[src/rtl/core/masm_pkg.sv]
// package for the matrix add / subtract / multiply engine
// field widths, parameter defaults and the issue tag shared by top level and datapath
// no dependencies
`timescale 1ns / 1ps

package masm_pkg;

  localparam int DIM_DEFAULT        = 4;
  localparam int ELEM_WIDTH_DEFAULT = 32;

  localparam int IN_W   = 32;
  localparam int IDX_W  = 3;
  localparam int SUM_W  = 33;
  localparam int PROD_W = 64;

  // control that travels with one multiply-accumulate step
  typedef struct packed {
    logic             valid;
    logic             first;
    logic             last;
    logic             take_a;
    logic             take_b;
    logic             final_cell;
    logic [IDX_W-1:0] row;
    logic [IDX_W-1:0] col;
  } issue_tag_t;

endpackage

[src/rtl/core/masm_datapath.sv]
// element memories for A and B, multiplier and accumulator
// depends on masm_pkg
`timescale 1ns / 1ps

module masm_datapath
  import masm_pkg::*;
#(
  parameter int DIM        = DIM_DEFAULT,
  parameter int ELEM_WIDTH = ELEM_WIDTH_DEFAULT
) (
  input  logic                          clk,
  input  logic                          rst,
  input  logic                          wr_a,
  input  logic                          wr_b,
  input  logic [((DIM*DIM > 1) ? $clog2(DIM*DIM) : 1)-1:0] wr_addr,
  input  logic [ELEM_WIDTH-1:0]         wr_data,
  input  logic [((DIM*DIM > 1) ? $clog2(DIM*DIM) : 1)-1:0] rd_addr_a,
  input  logic [((DIM*DIM > 1) ? $clog2(DIM*DIM) : 1)-1:0] rd_addr_b,
  input  issue_tag_t                    issue,
  output logic                          busy,
  output logic                          finish,
  output logic [IDX_W-1:0]              row_index,
  output logic [IDX_W-1:0]              col_index,
  output logic signed [SUM_W-1:0]       sum_value,
  output logic signed [SUM_W-1:0]       diff_value,
  output logic signed [PROD_W-1:0]      product_value,
  output logic                          last_result
);

  localparam int CELLS = DIM * DIM;
  localparam int EW    = ELEM_WIDTH;

  logic [EW-1:0] mem_a [CELLS];
  logic [EW-1:0] mem_b [CELLS];

  logic signed [EW-1:0]     a_rd;
  logic signed [EW-1:0]     b_rd;
  logic signed [EW-1:0]     a_cell;
  logic signed [EW-1:0]     b_cell;
  logic signed [2*EW-1:0]   prod;
  logic signed [PROD_W-1:0] acc;
  logic signed [PROD_W-1:0] acc_next;
  issue_tag_t               s1;
  issue_tag_t               s2;

  always_ff @(posedge clk) begin
    if (wr_a) begin
      mem_a[wr_addr] <= wr_data;
    end
    if (wr_b) begin
      mem_b[wr_addr] <= wr_data;
    end
    a_rd <= mem_a[rd_addr_a];
    b_rd <= mem_b[rd_addr_b];
  end

  always_ff @(posedge clk) begin
    if (rst) begin
      s1 <= '0;
      s2 <= '0;
    end else begin
      s1 <= issue;
      s2 <= s1;
    end
  end

  // the cell's own A and B elements show up on the k == col and k == row steps
  always_ff @(posedge clk) begin
    if (s1.valid) begin
      prod <= a_rd * b_rd;
      if (s1.take_a) begin
        a_cell <= a_rd;
      end
      if (s1.take_b) begin
        b_cell <= b_rd;
      end
    end
  end

  assign acc_next = (s2.first ? '0 : acc) + PROD_W'(prod);

  always_ff @(posedge clk) begin
    if (s2.valid) begin
      acc <= acc_next;
      if (s2.last) begin
        product_value <= acc_next;
        sum_value     <= SUM_W'(a_cell) + SUM_W'(b_cell);
        diff_value    <= SUM_W'(a_cell) - SUM_W'(b_cell);
        row_index     <= s2.row;
        col_index     <= s2.col;
        last_result   <= s2.final_cell;
      end
    end
  end

  assign busy   = s1.valid | s2.valid;
  assign finish = s2.valid & s2.last;

endmodule

[src/rtl/core/matrix_add_sub_mul_engine.sv]
// top level of the matrix add / subtract / multiply engine: load and result sequencing
// depends on masm_pkg and masm_datapath
`timescale 1ns / 1ps

//  channel   handshake                    payload
//  element   element_valid/element_ready  element_value
//  result    result_valid/result_ready    row_index, col_index, sum_value, diff_value,
//                                         product_value, last_result
//
// loading takes one word per cycle, 2*DIM*DIM words per run
// each result is built from DIM reads on the element memories and passes the read,
// multiply and accumulate registers into the output register
// a new result is started only once the previous one has left the output register
// element_ready is high only while loading; synchronous reset returns to loading with
// no words held, the memory contents stay undefined until written

module matrix_add_sub_mul_engine
  import masm_pkg::*;
#(
  parameter int DIM        = DIM_DEFAULT,
  parameter int ELEM_WIDTH = ELEM_WIDTH_DEFAULT
) (
  input  logic                     clk,
  input  logic                     rst,
  input  logic                     element_valid,
  output logic                     element_ready,
  input  logic signed [IN_W-1:0]   element_value,
  output logic                     result_valid,
  input  logic                     result_ready,
  output logic [IDX_W-1:0]         row_index,
  output logic [IDX_W-1:0]         col_index,
  output logic signed [SUM_W-1:0]  sum_value,
  output logic signed [SUM_W-1:0]  diff_value,
  output logic signed [PROD_W-1:0] product_value,
  output logic                     last_result
);

  localparam int CELLS = DIM * DIM;
  localparam int AW    = (CELLS > 1) ? $clog2(CELLS) : 1;
  localparam int LW    = $clog2(2 * CELLS);
  localparam int RW    = (DIM > 1) ? $clog2(DIM) : 1;

  typedef enum logic [1:0] {
    ST_LOAD,
    ST_WAIT,
    ST_RUN
  } state_t;

  state_t        state;
  logic [LW-1:0] load_cnt;
  logic [RW-1:0] r;
  logic [RW-1:0] c;
  logic [RW-1:0] k;

  logic          in_take;
  logic          load_b;
  logic          wr_a;
  logic          wr_b;
  logic [AW-1:0] wr_addr;
  logic [AW-1:0] rd_addr_a;
  logic [AW-1:0] rd_addr_b;
  issue_tag_t    issue;
  logic          busy;
  logic          finish;
  logic          k_end;
  logic          c_end;
  logic          r_end;

  assign element_ready = (state == ST_LOAD);
  assign in_take       = element_valid & element_ready;
  assign load_b        = (load_cnt >= LW'(CELLS));
  assign wr_a          = in_take & ~load_b;
  assign wr_b          = in_take & load_b;
  assign wr_addr       = load_b ? AW'(load_cnt - LW'(CELLS)) : AW'(load_cnt);

  assign k_end = (k == RW'(DIM - 1));
  assign c_end = (c == RW'(DIM - 1));
  assign r_end = (r == RW'(DIM - 1));

  assign rd_addr_a = AW'(r) * AW'(DIM) + AW'(k);
  assign rd_addr_b = AW'(k) * AW'(DIM) + AW'(c);

  always_comb begin
    issue            = '0;
    issue.valid      = (state == ST_RUN);
    issue.first      = (k == '0);
    issue.last       = k_end;
    issue.take_a     = (k == c);
    issue.take_b     = (k == r);
    issue.final_cell = r_end & c_end;
    issue.row        = IDX_W'(r);
    issue.col        = IDX_W'(c);
  end

  // loading and reading never overlap: reads are issued only in the run state
  always_ff @(posedge clk) begin
    if (rst) begin
      state        <= ST_LOAD;
      load_cnt     <= '0;
      r            <= '0;
      c            <= '0;
      k            <= '0;
      result_valid <= 1'b0;
    end else begin
      if (finish) begin
        result_valid <= 1'b1;
      end else if (result_valid && result_ready) begin
        result_valid <= 1'b0;
      end
      unique case (state)
        ST_LOAD: begin
          if (in_take) begin
            if (load_cnt == LW'(2 * CELLS - 1)) begin
              load_cnt <= '0;
              r        <= '0;
              c        <= '0;
              k        <= '0;
              state    <= ST_WAIT;
            end else begin
              load_cnt <= load_cnt + 1'b1;
            end
          end
        end
        ST_WAIT: begin
          if (!result_valid && !busy) begin
            state <= ST_RUN;
          end
        end
        ST_RUN: begin
          if (k_end) begin
            k <= '0;
            if (c_end) begin
              c <= '0;
              if (r_end) begin
                r     <= '0;
                state <= ST_LOAD;
              end else begin
                r     <= r + 1'b1;
                state <= ST_WAIT;
              end
            end else begin
              c     <= c + 1'b1;
              state <= ST_WAIT;
            end
          end else begin
            k <= k + 1'b1;
          end
        end
        default: begin
          state <= ST_LOAD;
        end
      endcase
    end
  end

  masm_datapath #(
    .DIM        (DIM),
    .ELEM_WIDTH (ELEM_WIDTH)
  ) u_datapath (
    .clk           (clk),
    .rst           (rst),
    .wr_a          (wr_a),
    .wr_b          (wr_b),
    .wr_addr       (wr_addr),
    .wr_data       (element_value[ELEM_WIDTH-1:0]),
    .rd_addr_a     (rd_addr_a),
    .rd_addr_b     (rd_addr_b),
    .issue         (issue),
    .busy          (busy),
    .finish        (finish),
    .row_index     (row_index),
    .col_index     (col_index),
    .sum_value     (sum_value),
    .diff_value    (diff_value),
    .product_value (product_value),
    .last_result   (last_result)
  );

endmodule

[config.mk]
export PLATFORM = sky130hd
export DESIGN_NAME = matrix_add_sub_mul_engine
export DESIGN_NICKNAME = d
export VERILOG_FILES = /design/src/rtl/core/masm_pkg.sv /design/src/rtl/core/masm_datapath.sv /design/src/rtl/core/matrix_add_sub_mul_engine.sv
export SDC_FILE = /design/constraint.sdc
export NUM_CORES = 2
export LEC_CHECK = 0
export ABC_AREA = 1
export BUFFER_PORTS_ARGS = -buffer_cell sky130_fd_sc_hd__buf_2
export CORE_ASPECT_RATIO = 0.5
export CORE_MARGIN = 4
export CORE_UTILIZATION = 39
export DETAILED_ROUTE_END_ITERATION = 7
export GPL_TIMING_DRIVEN = 0
export SETUP_SLACK_MARGIN = 0.15
export SYNTH_ARGS = -nofsm -noshare
export SYNTH_HDL_FRONTEND = slang
export SYNTH_HIERARCHICAL = 1
export SYNTH_SLANG_ARGS = --single-unit
[constraint.sdc]
create_clock -name clk -period 7.6 [get_ports clk]
set_input_delay 0.38 -clock clk [delete_from_list [all_inputs] [get_ports clk]]
set_output_delay 0.38 -clock clk [all_outputs]
set_load 0.02 [all_outputs]
==> results <==
- The flow ran to the end, and the final reports show no timing, DRC or antenna violations.
- After layout, the worst setup slack is 0.152 ns.
- The net count of the finished layout is 12,352.
- Clock latency on the worst-skew pair, taken at its later pin, is 0.87 ns.
- The number of design rule violations left after detail routing is 0.
- The first detailed-routing pass ran for 6 iterations.
- The number of CTS-inserted buffers is 144.
- The count of distinct cell types in the synthesized netlist is 51.
- In the finished design, the share of the clock period the worst path needs comes to 98.0%.
- The kind of cell adding the most delay to the critical path is adder cells.
- The global-route usage over all layers is 26.7%.
- The worst clock skew is 0.0932 ns.
- Setup violations remaining at the end of the flow were counted as 0.
- Setup repair after global routing could not meet its margin everywhere.
- In this run, synthesis inferred 1,352 flip-flops with an integrated enable.
- Headroom to the max-slew limit came out at 5.52%.
- Data on the critical path arrives at its endpoint at 7.97 ns.
- At the pin with the least slew margin, the transition time is 1.42 ns.
- The mean routed wirelength per cell is 25.3 um.
- Leaving out fill and tap cells, the most frequent cell in the layout is sky130_fd_sc_hd__inv_1.
- The iteration-0 DRC count of the detailed router is 7,859.
- The required time of the worst setup path is 8.12 ns.
- After clock tree synthesis, the clock-pin slew on the worst setup and hold paths is 0.07 ns.
- 175 I/O pins were placed.
- The TritonCTS clock tree is yes.
- The clock passes through at most 4 buffers.
- The library cell appearing most often on the critical path is sky130_fd_sc_hd__fa_1.
- The number of I/O port buffers is 174.
- The area of the mapped netlist is 103,000 um2.
- The sum of negative setup slack is 0 ns.
- The nature of the critical path endpoint is a register.
- The worst slack after detailed placement is -1.73 ns.
- The buffering stage count on the worst path with inverters included is 5.
- In this run the worst path has a maximum fanout of 10.
- Sequential cells were found to cover 41.5% of the synthesized design area.
- The number of cells produced by synthesis is 10,457.
- The area of the placeable core is 260,000 um2.
- The HPWL after detailed placement is 281,000 um.
- The worst stage delay on the critical path is 0.70 ns.
- The floorplan die width is 734 um.
- The share of final-layout standard cells stronger than drive strength 1 is 10.8%.
- The initial antenna violation count is 14.
- The signal on the critical path passes through clkbuf_2 > nand2_1 > inv_1 > fa_1 > fa_1 > fa_1 > fa_1 > fa_1 > fa_1 > fa_1 > fa_1 > ha_2 > nand2_1 > inv_1 > a21oi_1 > inv_1 > a21oi_2 > nand2_1 > inv_1 > nand3_1 > nor2_1 > nor2_1.
- The type of the tightest min-delay check is input port to register.
- In the layout the commonest cells are sky130_fd_sc_hd__inv_1 (2,431), sky130_fd_sc_hd__nand2_1 (2,228), sky130_fd_sc_hd__edfxtp_1 (1,352).
- The critical path start-end classification is register to register.
- Once detail routing completed, the nets flagged for antenna violations numbered 0.
- In the synthesized netlist the async set-or-reset flop fraction comes to 0%.
- From synthesis to final layout, the design area changed by 13.0%.
- The filler cell count in the final layout is 24,765.
- The number of hold-slack violations in the final timing report is 0.
- The initial utilization of the core area, before any placement, comes to 39.5%.
- The TritonCTS sink count is 1,452.
- Hold is met by 0.0843 ns.
- The total grt overflow is 0.
- The peak clock frequency supported by timing is 0.134 GHz.
- The via count of the first global-routing pass came to 76,087.
- The slowest stage of the critical path belongs to the cell sky130_fd_sc_hd__fa_1.
- Counting flops and latches in the post-synthesis netlist gives 1,452.
- The prevailing post-synth register cell is sky130_fd_sc_hd__edfxtp_1.
- The depth of the CTS H-tree is 4.
- The number of slew-limit violations in the final report is 0.
- The worst path needs 7.45 ns of the cycle, external delays included.
- The detailed-route via count is 76,390.
- The placement row count is 132.
- The die is 371 um tall.
- In the routed layout, each cell is associated on average with a via count of 5.26.
- The finished cells cover 116,000 um2.
- Summing all placed instances gives a cell area of 109,000 um2.
- The tree is rooted in a sky130_fd_sc_hd__clkbuf_16.
- The warning count from the yosys run is 6.
- For this block, the routed nets add up to 367,000 um of wire.
- The die covers 272,000 um2.
- The final RePlAce weighted congestion is 0.991.
- The worst setup path is launched from a register.
- Entering global routing, the biggest net connects 71 pins.
- The max-cap violation count is 0.
- In this run the mean area of a mapped cell was 9.83 um2.
- The global-route wire length before repair is 526,000 um.
==> repair_timing <==
action	in CTS	in global routing
gates cloned	0	0
pin swaps	7	60
buffers inserted	20	47
hold buffers	4	0
setup endpoints to repair	47	37
endpoints found under the hold margin	7	0
resized for setup	447	345
==> state kept, by name, summed over array words and instances (netlist names), 2 cells and up <==
register,count
u_datapath/acc,64
u_datapath/a_rd,32
load_cnt,5
u_datapath/col_index,3
u_datapath/diff_value,32
u_datapath/b_rd,32
u_datapath/s2,10
state,2
u_datapath/mem_b,512
u_datapath/a_cell,32
u_datapath/b_cell,32
c,2
k,2
u_datapath/s1,12
u_datapath/product_value,64
r,2
u_datapath/mem_a,512
u_datapath/row_index,3
u_datapath/prod,64
u_datapath/sum_value,33
==> per-layer routing <==
metal	vias to the layer above	GRT usage, %	wire (um)
li1	33572	-	-
met1	38488	35.1	148000
met2	3562	43.1	166000
met3	764	5.54	34500
met4	4	11.2	18800
met5	-	0	25
==> worst register-to-register path: stages, from the launching register on <==
cell and delay, ns:
sky130_fd_sc_hd__dfxtp_2 0.65, sky130_fd_sc_hd__clkbuf_2 0.45, sky130_fd_sc_hd__nand2_1 0.10, sky130_fd_sc_hd__inv_1 0.09, sky130_fd_sc_hd__fa_1 0.45, sky130_fd_sc_hd__fa_1 0.55, sky130_fd_sc_hd__fa_1 0.45, sky130_fd_sc_hd__fa_1 0.60
sky130_fd_sc_hd__fa_1 0.46, sky130_fd_sc_hd__fa_1 0.46, sky130_fd_sc_hd__fa_1 0.70, sky130_fd_sc_hd__fa_1 0.49, sky130_fd_sc_hd__ha_2 0.34, sky130_fd_sc_hd__nand2_1 0.18, sky130_fd_sc_hd__inv_1 0.06, sky130_fd_sc_hd__a21oi_1 0.23
sky130_fd_sc_hd__inv_1 0.11, sky130_fd_sc_hd__a21oi_2 0.19, sky130_fd_sc_hd__nand2_1 0.19, sky130_fd_sc_hd__inv_1 0.11, sky130_fd_sc_hd__nand3_1 0.13, sky130_fd_sc_hd__nor2_1 0.12, sky130_fd_sc_hd__nor2_1 0.06
==> cell usage after synthesis, types with 5 or more instances <==
master	instances	share of area [%]
sky130_fd_sc_hd__a21boi_0	11	0.080
sky130_fd_sc_hd__buf_4	15	0.11
sky130_fd_sc_hd__nand4_1	46	0.28
sky130_fd_sc_hd__nor2_1	424	1.5
sky130_fd_sc_hd__inv_2	19	0.069
sky130_fd_sc_hd__nand3_2	10	0.097
sky130_fd_sc_hd__a21oi_2	10	0.085
sky130_fd_sc_hd__clkbuf_1	310	1.1
sky130_fd_sc_hd__nor2_4	5	0.055
sky130_fd_sc_hd__a21o_1	5	0.037
sky130_fd_sc_hd__o21ai_1	39	0.19
sky130_fd_sc_hd__xor2_1	111	0.95
sky130_fd_sc_hd__buf_6	27	0.30
sky130_fd_sc_hd__nand2_1	2252	8.2
sky130_fd_sc_hd__dfxtp_1	100	1.9
sky130_fd_sc_hd__o21bai_1	44	0.32
sky130_fd_sc_hd__ha_1	317	3.9
sky130_fd_sc_hd__fa_1	1085	21
sky130_fd_sc_hd__buf_2	41	0.20
sky130_fd_sc_hd__nand2_2	32	0.19
sky130_fd_sc_hd__nor3_2	8	0.078
sky130_fd_sc_hd__a21oi_1	453	2.2
sky130_fd_sc_hd__inv_1	2460	9.0
sky130_fd_sc_hd__edfxtp_1	1352	40
sky130_fd_sc_hd__o211ai_1	258	1.9
sky130_fd_sc_hd__buf_8	8	0.12
sky130_fd_sc_hd__o21ai_0	350	1.7
sky130_fd_sc_hd__mux2i_1	256	2.5
sky130_fd_sc_hd__or2_2	7	0.043
sky130_fd_sc_hd__nand3b_1	13	0.095
sky130_fd_sc_hd__xnor2_1	6	0.051
sky130_fd_sc_hd__nor2_2	24	0.15
sky130_fd_sc_hd__o21a_1	6	0.044
sky130_fd_sc_hd__nor4_1	10	0.061
sky130_fd_sc_hd__nand3_1	260	1.3
sky130_fd_sc_hd__nor3_1	50	0.24
sky130_fd_sc_hd__buf_1	5	0.018
sky130_fd_sc_hd__o21ai_2	5	0.043
==> metrics by stage <==
step / utilization [%] / cells
global placement: 41.5 / 14116
finish: 44.6 / 14519
detailed placement: 41.9 / 14179
global route: 44.6 / 14502
CTS: 44.1 / 14452
floorplan: - / 10458
==> area by class of cell <==
cell class                      instances  area, um2  area share (%)
Clock buffer                          182       3780            3.25
Clock inverter                         67        594           0.512
Timing Repair Buffer                  310       2530            2.18
Inverter                             2481       9340            8.04
Buffer                                410       2820            2.43
Antenna cell                           18       45.0          0.0388
Sequential cell                      1452      42800            36.9
Multi-Input combinational cell       6115      49800            42.9
Tap cell                             3484       4360            3.75
==> path summary, 6_finish.rpt <==
path / from / endpoint / slack [ns] / cells after the start
worst min register to register: u_datapath/s2[3]$_SDFF_PP0_ / u_datapath/row_index[0]$_DFFE_PP_ / 0.40 / 0
worst max register to register: u_datapath/b_rd[30]$_DFF_P_ / u_datapath/prod[41]$_DFFE_PP_ / 0.15 / 22
worst min-delay path: element_value[7] / u_datapath/mem_a[13][7]$_DFFE_PP_ / 0.08 / 1
worst max-delay path: u_datapath/b_rd[30]$_DFF_P_ / u_datapath/prod[41]$_DFFE_PP_ / 0.15 / 22
==> logic make-up after synthesis <==
| logic type | Yosys count | synth area share [%] |
|---|---|---|
| other | 1 | 0.00365 |
| multiplexers | 256 | 2.49 |
| XOR/XNOR | 117 | 0.997 |
| AND/OR/NAND/NOR | 3152 | 12.4 |
| AO/OA/AOI/OAI | 1186 | 6.64 |
| flip-flops | 1452 | 41.5 |
| adder cells (fa/ha/maj) | 1402 | 25.0 |
| buffers and inverters | 2891 | 11.0 |
Power is not shown: default switching activity piles up to over one toggle a cycle in this logic, so the estimate is an artifact.
